`src/rtl/prt_pkg.sv`:
```
// Shared constants and types of the pointer registry table.
package prt_pkg;

    localparam int TYPE_W = 2;
    localparam int ADDR_W = 48;
    localparam int SIZE_W = 48;
    localparam int CNT_W  = 9;

    localparam int DEF_TABLE_DEPTH  = 256;
    localparam int DEF_ADDR_BITS    = 48;
    localparam int DEF_HEADER_BYTES = 16;

    typedef enum logic [TYPE_W-1:0] {
        REQ_REGISTER   = 2'd0,
        REQ_UNREGISTER = 2'd1,
        REQ_QUERY      = 2'd2
    } t_req_type;

    typedef struct packed {
        logic              en;
        logic [ADDR_W-1:0] addr;
        logic [SIZE_W-1:0] size;
    } t_hull_upd;

endpackage

```
`src/rtl/prt_hull.sv`:
```
// Bounding hull of all registered mappings and the range check against it.
module prt_hull import prt_pkg::*; #(
    parameter int ADDR_BITS    = DEF_ADDR_BITS,
    parameter int HEADER_BYTES = DEF_HEADER_BYTES
) (
    input  logic              i_clk,
    input  logic              i_rst_n,
    input  t_hull_upd         i_upd,
    input  logic [ADDR_W-1:0] i_probe,
    output logic              o_in_hull
);

    localparam int HW = ADDR_BITS;

    logic          r_pend;
    logic [HW-1:0] r_base;
    logic [HW-1:0] r_span;
    logic [HW-1:0] r_lo;
    logic [HW-1:0] r_hi;
    logic [HW-1:0] n_end;
    logic [HW-1:0] probe;

    // The base and span are registered with the update; the end and both compares use those registers.
    assign n_end = r_base + r_span;

    always_ff @(posedge i_clk) begin
        if (!i_rst_n) begin
            r_pend <= 1'b0;
            r_lo   <= '1;
            r_hi   <= '0;
        end else begin
            r_pend <= i_upd.en;
            if (r_pend) begin
                if (r_base < r_lo) begin
                    r_lo <= r_base;
                end
                if (n_end > r_hi) begin
                    r_hi <= n_end;
                end
            end
        end
    end

    always_ff @(posedge i_clk) begin
        if (i_upd.en) begin
            r_base <= HW'(i_upd.addr) - HW'(HEADER_BYTES);
            r_span <= HW'(i_upd.size);
        end
    end

    assign probe     = HW'(i_probe);
    assign o_in_hull = (probe >= r_lo) && (probe < r_hi);

endmodule

```
`config.mk`:
```
export PLATFORM = sky130hd
export DESIGN_NAME = prt_hull
export DESIGN_NICKNAME = d
export VERILOG_FILES = /design/src/rtl/prt_pkg.sv /design/src/rtl/prt_hull.sv
export SDC_FILE = /design/constraint.sdc
export NUM_CORES = 1
export LEC_CHECK = 0
export ABC_AREA = 1
export BUFFER_PORTS_ARGS = -buffer_cell sky130_fd_sc_hd__clkbuf_2
export CORE_ASPECT_RATIO = 0.8
export CORE_MARGIN = 4
export CORE_UTILIZATION = 60
export CTS_CLUSTER_SIZE = 40
export DETAILED_ROUTE_END_ITERATION = 8
export PLACE_DENSITY_LB_ADDON = 0.08
export SETUP_SLACK_MARGIN = 0.4
export SLEW_MARGIN = 5
export SYNTH_ARGS = -nofsm -noshare
export SYNTH_HDL_FRONTEND = slang
export SYNTH_SLANG_ARGS = --single-unit
```
`constraint.sdc`:
```
create_clock -name i_clk -period 6.55 [get_ports i_clk]
set_clock_uncertainty 0.05 [all_clocks]
set_input_delay 0 -clock i_clk [delete_from_list [all_inputs] [get_ports i_clk]]
set_output_delay 0 -clock i_clk [all_outputs]
set_load 0.05 [all_outputs]
```
Word level (Yosys, flattened, before mapping)
Index checks and enable logic that the tools add are counted.

operators by class
  add/subtract/negate cells = 2
  order comparisons = 4
  reductions and logical operators = 3

operators by type and width
  kind                                                 number
  less-than comparator 48 bit                          2
  adder 48 bit                                         1
  >= comparator 48 bit                                 1
  greater-than comparator 48 bit                       1
  subtractor 48 x 5 -> 48 bit (second input constant)  1
  AND reduction 2 bit                                  2
  logical AND 1 bit                                    1

word-level totals
  register bits after elaboration = 193
  bits of input ports = 147

Logic depth before layout (Yosys ltp)
Gate-level depths: netlist of run 1.

  word-level depth = 3
  gate-level depth with buffers = 29

Worst setup path after synthesis of run 1
OpenSTA, ideal clock, no wires.

  path type = register to register
  from = register r_base[0]
  to = register r_hi[24]
  setup time = 0.113 ns
  arrival time = 3.115 ns
  setup slack = 3.273 ns
  cell stages (with the launch flop) = 28
  buffers on the path = 2
  path through = edfxtp_1 > ha_1 > inv_1 > fa_1 > inv_1 > nand3_1 > nand2_1 > nand2_1 > nand2_1 > nand2_1 > nand3_1 > nand2_1 > nand3_1 > nand2_1 > ha_1 > nand2_1 > nor2_1 > nand2_1 > nor2_2 > inv_2 > nor2_2 > nand2_1 > nand3_1 > nand2_4 > buf_6 > buf_6 > nor2_1 > nor2_1

between the ends
  cells in the longest elaborated chain, start to end = 3

ends and longest elaborated chain
  what                            RTL line        source
  start, declared                 prt_hull.sv:16  logic [HW-1:0] r_base;
  start signal, assigned          prt_hull.sv:46  r_base <= HW'(i_upd.addr) - HW'(HEADER_BYTES);
  adder 48 bit                    prt_hull.sv:24  assign n_end = r_base + r_span;
  named net n_end[40]             prt_hull.sv:20  logic [HW-1:0] n_end;
  greater-than comparator 48 bit  prt_hull.sv:37  if (n_end > r_hi) begin
  AND reduction 2 bit (no line)   n/a
  end signal, assigned            prt_hull.sv:38  r_hi <= n_end;
  end, declared                   prt_hull.sv:19  logic [HW-1:0] r_hi;

The timed path passes the listed nets, and every way through them passes these cells.
A chain may end at the register's enable or synchronous reset.

Worst setup path after layout of run 1
  from = register r_base[0]
  to = register r_hi[40]

The elaborated chain is that of the path after synthesis.

==> flow_metrics.py, run 1 <==
metrics = {
    "finish": {
        "area_growth_syn_to_layout_pct": 16.0,
        "final_cell_mix": "nand2_1, inv_1, nor2_1",
        "final_common_cell": "nand2_1",
        "utilization": 0.714,
        "antenna_cells": 0,
        "nNetsFinal": 3046,
        "drive_gt1_frac": 0.0722,
        "fill_cells": 2246,
    },
    "yosys": {
        "async_reset_ff_frac": 0,
        "synth-main-ff-cell": "dfxtp_1",
        "syn-num-nets": 2810,
        "synthTopCellsByArea": "ha_1, edfxtp_1, nand2_1",
        "synthCells": 2424,
        "syn_area_mm2": 0.0163,
        "yosysTopAreaCellShare": 0.182,
        "synth.avg_cell_area_um2": 6.74,
        "synth-edff-count": 96,
        "synth-seq-cells": 193,
        "yosys.area.top_type": "ha_1",
        "yosysSeqAreaShare": 0.295,
        "yosys_warnings": 0,
        "yosysUniqueCellTypes": 34,
    },
    "floorplan": {
        "die-height_um": 156,
        "pin_count": 148,
        "initial_utilization": 0.616,
        "dieArea_mm2": 0.0299,
        "die_w_um": 192,
        "num_rows": 53,
        "coreArea_mm2": 0.0265,
    },
    "setup_path": {
        "cpMostUsedCell": "nand2_1",
        "crit_type": "reg -> reg",
        "crit_arrival_ns": 5.01,
        "path_max_fanout": 96,
        "r2r_cells": 25,
        "slowest_delay_ns": 0.70,
        "critPathCaptureType": "flip-flop",
        "rr_startpoint": "r_base[0]$_DFFE_PP_",
        "r2r_slack_ns": 1.84,
        "crit_path_top_delay_cell": "nand2_4",
        "timing.rr.end": "r_hi[40]$_SDFFE_PN0P_",
        "startpoint_type": "flip-flop",
        "cp.required_ns": 6.84,
    },
    "clock_network": {
        "clk_path_buf_depth": 2,
        "cts-resized-gates": 0,
        "clkTransAtPathRegs_ns": 0.08,
        "hold_buffers": 101,
        "htreeDepth": 4,
        "cts_root_buffer": "clkbuf_16",
        "cts_setup_buffers": 0,
        "cts_tree": "done",
        "clkSinkCount": 193,
        "cts_buffers": 17,
        "clk_latency_ns": 0.46,
    },
    "hold_path": {
        "hold_path_depth": 4,
        "hold_path_class": "in -> reg",
        "worstHoldStart": "i_upd[53]",
        "hold_end": "r_base[5]$_DFFE_PP_",
    },
    "grt": {
        "grt.total_usage": 0.342,
        "grt_max_degree": 97,
        "grt_pass1_wl_um": 79600,
        "antenna_found_initial": 0,
        "grt_overflow": 0,
        "grt_pass1_vias": 15400,
    },
    "route": {
        "viasPerCell": 5.40,
        "routedWlPerCell_um": 16.9,
        "postRouteAntennaNets": 0,
        "dr.first_iter.drc_count": 1450,
        "first_pass_iters": 6,
        "drc": 0,
        "wl_um": 51200,
        "vias": 16400,
    },
    "place": {
        "portBuffers": 147,
        "gp_congestion": 0.997,
        "hpwl_um": 40000,
    },
    "timing": {
        "slew_violations": 0,
        "layout_min_cycle_time_ns": 4.71,
        "fin_tns_setup_ns": 0,
        "worst_pin_slew_ns": 0.981,
        "rsz0062_at_grt": "false",
        "fmax_mhz": 212,
        "hold_viol_final": 0,
        "finalSetupViolCount": 0,
        "maxSlewHeadroom": 0.346,
        "fin_crit_sh": 0.720,
    },
    "power_and_ir_drop": {
        "p_leak_nw": 10.5,
        "power_density_mw_per_mm2": 227,
        "ir_drop_mv": 0.195,
        "power_mw": 4.30,
    },
    "job": {
        "drv_cap": 0,
    },
    "outcome": {
        "outcome": "finished clean",
    },
}
[worst max-delay path by stage]
stage | startpoint | endpoint | cells past startpoint
2_1_floorplan | r_base[0]$_DFFE_PP_ | r_hi[24]$_SDFFE_PN0P_ | 27
3_3_place_gp | r_base[34]$_DFFE_PP_ | r_hi[0]$_SDFFE_PN0P_ | 24
3_5_place_dp | r_base[0]$_DFFE_PP_ | r_hi[7]$_SDFFE_PN0P_ | 25
4_1_cts | r_base[0]$_DFFE_PP_ | r_hi[34]$_SDFFE_PN0P_ | 25
5_1_grt | r_base[0]$_DFFE_PP_ | r_hi[40]$_SDFFE_PN0P_ | 25
6_report | r_base[0]$_DFFE_PP_ | r_hi[40]$_SDFFE_PN0P_ | 25
[state kept, by name (all words and copies together) (netlist names)]
register  cells
r_base       48
r_hi         48
r_lo         48
r_pend        1
r_span       48
[report_power, final]
part | internal, mW | switching, mW
registers | 1.40 | 0.0839
logic | 0.628 | 1.11
clock network | 0.568 | 0.509
total | 2.60 | 1.70
[critical path: cells and delay by family, from the launching register on]
| kind | cells | cell delay [ns] |
|---|---|---|
| buffers and inverters | 4 | 0.34 |
| adders and majority gates | 3 | 1.05 |
| DFF | 1 | 0.39 |
| and+or+nand+nor | 18 | 2.74 |
[kinds of logic (layout without fill, tap and decap cells)]
logic type,Yosys count,count (layout),synth area share
buffers and inverters,466,714,0.112
and+or+nand+nor,1306,1306,0.325
xor gates and xnor gates,65,65,0.0349
adders and majority gates,239,239,0.184
AOI/OAI and AO/OA,155,155,0.0495
DFF,193,193,0.295
[stage by stage]
step / hold slack, ns / setup slack (ns) / area (um2) / instances
finish: 0.0706 / 1.84 / 18900 / 3029
global placement: 0.127 / 2.17 / 17300 / 2897
floorplan: 0.0476 / 3.27 / 16300 / 2424
CTS: 0.0262 / 1.97 / 18900 / 3029
global route: 0.0759 / 1.60 / 18900 / 3029
detailed placement: 0.129 / 2.03 / 17300 / 2897
[layer usage]
metal | vias up | global-route usage | wire [um]
li1 | 8105 | - | -
met1 | 7445 | 0.513 | 23800
met2 | 733 | 0.502 | 20900
met3 | 71 | 0.0761 | 5460
met4 | 0 | 0.0889 | 1080
met5 | - | 0 | 0
[cells in the mapped netlist (13+ instances only)]
cell / number
a21oi_1: 115
buf_2: 13
clkbuf_1: 15
dfxtp_1: 97
edfxtp_1: 96
ha_1: 238
inv_1: 428
nand2_1: 763
nand3_1: 167
nand4_1: 28
nor2_1: 299
nor3_1: 23
o21ai_0: 27
xnor2_1: 35
xor2_1: 30
[area by class of cell]
class                           instances  area [um2]  share of cell area
Multi-Input combinational cell       1765        9690               0.512
Clock inverter                         14         151             0.00800
Tap cell                              357         447              0.0236
Clock buffer                           17         425              0.0225
Timing Repair Buffer                  253        1790              0.0944
Inverter                              430        1610              0.0852
Sequential cell                       193        4820               0.255
(Power assumes the default switching activity.)
==> inputs of run 2 (changes only) <==
--- a/config.mk
+++ b/config.mk
@@ -5,7 +5,7 @@
 export SDC_FILE = /design/constraint.sdc
 export NUM_CORES = 1
 export LEC_CHECK = 0
-export ABC_AREA = 1
+export ABC_AREA = 0
 export BUFFER_PORTS_ARGS = -buffer_cell sky130_fd_sc_hd__clkbuf_2
 export CORE_ASPECT_RATIO = 0.8
 export CORE_MARGIN = 4
==> constraint.sdc (replaced) <==
create_clock -name i_clk -period 4.45 [get_ports i_clk]
set_clock_uncertainty 0.05 [all_clocks]
set_input_delay 0 -clock i_clk [delete_from_list [all_inputs] [get_ports i_clk]]
set_output_delay 0 -clock i_clk [all_outputs]
set_load 0.05 [all_outputs]
==> flow_metrics.py, run 2 <==
metrics = {
    "route": {
        "postRouteAntennaNets": 0,
        "vias": 14200,
        "dr.first_iter.drc_count": 1244,
        "wl_um": 47800,
        "first_pass_iters": 6,
        "viasPerCell": 5.95,
        "routedWlPerCell_um": 20.1,
        "drc": 0,
    },
    "power_and_ir_drop": {
        "ir_drop_mv": 0.344,
        "p_leak_nw": 9.33,
        "power_mw": 6.73,
        "power_density_mw_per_mm2": 339,
    },
    "finish": {
        "fill_cells": 1317,
        "final_cell_mix": "buf_4, ha_1, nor2_1",
        "final_cells": 2381,
        "drive_gt1_frac": 0.257,
        "area_growth_syn_to_layout_pct": 38.2,
        "utilization": 0.845,
        "final_common_cell": "buf_4",
        "antenna_cells": 0,
        "nNetsFinal": 2442,
    },
    "timing": {
        "fin_crit_sh": 1.11,
        "hold_viol_final": 0,
        "layout_min_cycle_time_ns": 4.95,
        "slew_violations": 0,
        "fin_tns_setup_ns": -20.03,
        "rsz0062_at_grt": "true",
        "whs_ns": 0.0659,
        "fin_ws_ns": -0.498,
        "fmax_mhz": 202,
        "maxSlewHeadroom": 0.229,
        "worst_pin_slew_ns": 1.16,
        "finalSetupViolCount": 48,
    },
    "yosys": {
        "synth-seq-cells": 193,
        "synthCells": 1534,
        "syn-num-nets": 1920,
        "synth-main-ff-cell": "dfxtp_1",
        "synth-edff-count": 96,
        "yosysUniqueCellTypes": 73,
        "synth.most_common_cell": "ha_1",
        "async_reset_ff_frac": 0,
        "yosysTopAreaCellShare": 0.208,
        "synth.avg_cell_area_um2": 9.35,
        "ys_top_cells_by_count": "ha_1, nor2_1, inv_1, a21oi_1, dfxtp_1",
        "yosys.area.top_type": "ha_1",
        "yosys_warnings": 0,
        "synthTopCellsByArea": "ha_1, edfxtp_1, dfxtp_1",
        "syn_area_mm2": 0.0143,
        "yosysSeqAreaShare": 0.336,
    },
    "outcome": {
        "violations": "setup timing",
        "outcome": "complete, but fails checks",
    },
    "floorplan": {
        "coreArea_mm2": 0.0235,
        "die-height_um": 146,
        "num_rows": 50,
        "initial_utilization": 0.611,
        "pin_count": 148,
        "die_w_um": 181,
        "dieArea_mm2": 0.0265,
    },
    "setup_path": {
        "cpMostUsedCell": "buf_6",
        "slowest_delay_ns": 0.48,
        "path_max_fanout": 6,
        "startpoint_type": "flip-flop",
        "crit_path_top_delay_cell": "a2111oi_4",
        "cp.required_ns": 4.70,
        "crit_type": "reg -> reg",
        "path_cells": "ha_4 > a211o_1 > a2111oi_4 > or3_4 > a221oi_4 > nand2b_4 > buf_4 > xor2_1 > ha_1 > and2_0 > nand4_1 > or4_4 > buf_6 > o41ai_4 > a21o_1 > o31ai_4 > buf_6 > buf_12 > mux2i_1 > nor2_1",
        "crit_arrival_ns": 5.20,
        "critPathCaptureType": "flip-flop",
    },
    "place": {
        "place_inst": 2178,
        "portBuffers": 147,
        "hpwl_um": 32400,
        "gp_congestion": 0.973,
    },
    "grt": {
        "grt_max_degree": 103,
        "grt_pass1_wl_um": 74200,
        "grt_pass1_vias": 14300,
        "grt.total_usage": 0.349,
        "antenna_found_initial": 1,
        "grt_overflow": 0,
    },
    "clock_network": {
        "cts_tree": "done",
        "cts_buffers": 17,
        "clk_path_buf_depth": 2,
        "cts_root_buffer": "clkbuf_16",
        "clk_latency_ns": 0.46,
        "htreeDepth": 4,
        "clkSinkCount": 193,
        "clkTransAtPathRegs_ns": 0.08,
    },
    "hold_path": {
        "hold_path_class": "in -> reg",
    },
    "job": {
        "drv_cap": 0,
    },
}
[run 2: changes by cell type in the layout (fill, tap and decap cells not counted), moves of 14 or more]
cell           before  now
buf_4               6  241
o21ai_0            27   48
ha_1              238  224
nand3_1           167   19
a21o_1              4   69
a21oi_1           115   99
dlygate4sd3_1     101  127
nor2_1            298  181
nand4_1            28   46
nand2_1           763   72
buf_6               0   18
mux2i_1             0   75
inv_1             428  119
[run 2: logic make-up (layout without fill, tap and decap cells)]
| kind of cell | count (synthesis) | in the layout | synth area share |
|---|---|---|---|
| and+or+nand+nor | 450 | 450 | 0.155 |
| muxes | 77 | 77 | 0.0539 |
| AOI/OAI and AO/OA | 334 | 334 | 0.152 |
| DFF | 193 | 193 | 0.336 |
| buffers and inverters | 156 | 691 | 0.0421 |
| xor gates and xnor gates | 85 | 85 | 0.0519 |
| adders and majority gates | 239 | 239 | 0.209 |
[run 2: repair_timing]
item / in CTS / in global routing
hold endpoints to repair: 99 / 0
hold buffers: 127 / 0
cloned: 0 / 1
setup endpoints to repair: 49 / 52
setup buffers: 33 / 10
resized for setup: 51 / 39
pin swaps: 30 / 33
[run 2: final cells by class]
cell class	count	area, um2	share of cell area
Clock buffer	18	439	0.0221
Clock inverter	14	146	0.00738
Inverter	120	453	0.0228
Multi-Input combinational cell	1185	9420	0.475
Sequential cell	193	4820	0.243
Tap cell	312	390	0.0197
Timing Repair Buffer	539	4160	0.210
[run 2: stage by stage]
stage	worst slack (ns)	area [um2]
finish	-0.498	19800
CTS	-0.430	19500
floorplan	-0.172	14500
global placement	-0.694	17100
global route	-0.709	19800
detailed placement	-0.816	17100
[run 2: where the power goes]
part	internal [mW]	leakage [nW]	switching [mW]
combinational	1.48	7.31	1.51
sequential	2.04	1.73	0.108
clock	0.808	0.287	0.784
[run 2: worst paths after layout]
| path | from | slack (ns) | endpoint | cells after the start |
|---|---|---|---|---|
| worst min register to register | r_hi[24]$_SDFFE_PN0P_ | 0.43 | r_hi[24]$_SDFFE_PN0P_ | 1 |
| worst max-delay path | r_span[1]$_DFFE_PP_ | -0.50 | r_hi[33]$_SDFFE_PN0P_ | 20 |
| worst min-delay path | i_upd[96] | 0.07 | r_base[34]$_DFFE_PP_ | 1 |
| worst max register to register | r_span[1]$_DFFE_PP_ | -0.50 | r_hi[33]$_SDFFE_PN0P_ | 20 |
[run 2: metal layers]
layer	GRT usage	vias to the layer above	wire, um	share of wire
met5	0	-	0	0
met4	0.137	0	1680	0.035
met3	0.0770	126	3970	0.083
met2	0.562	697	21700	0.45
met1	0.462	6702	20400	0.43
li1	-	6642	-	-
[run 2: worst max-delay path, delay by kind of cell, from the launching register on]
family | cells | cell delay, ns
DFF | 1 | 0.43
AOI/OAI and AO/OA | 6 | 1.51
xor gates and xnor gates | 1 | 0.16
muxes | 1 | 0.18
and+or+nand+nor | 6 | 1.28
buffers and inverters | 4 | 0.59
adders and majority gates | 2 | 0.59
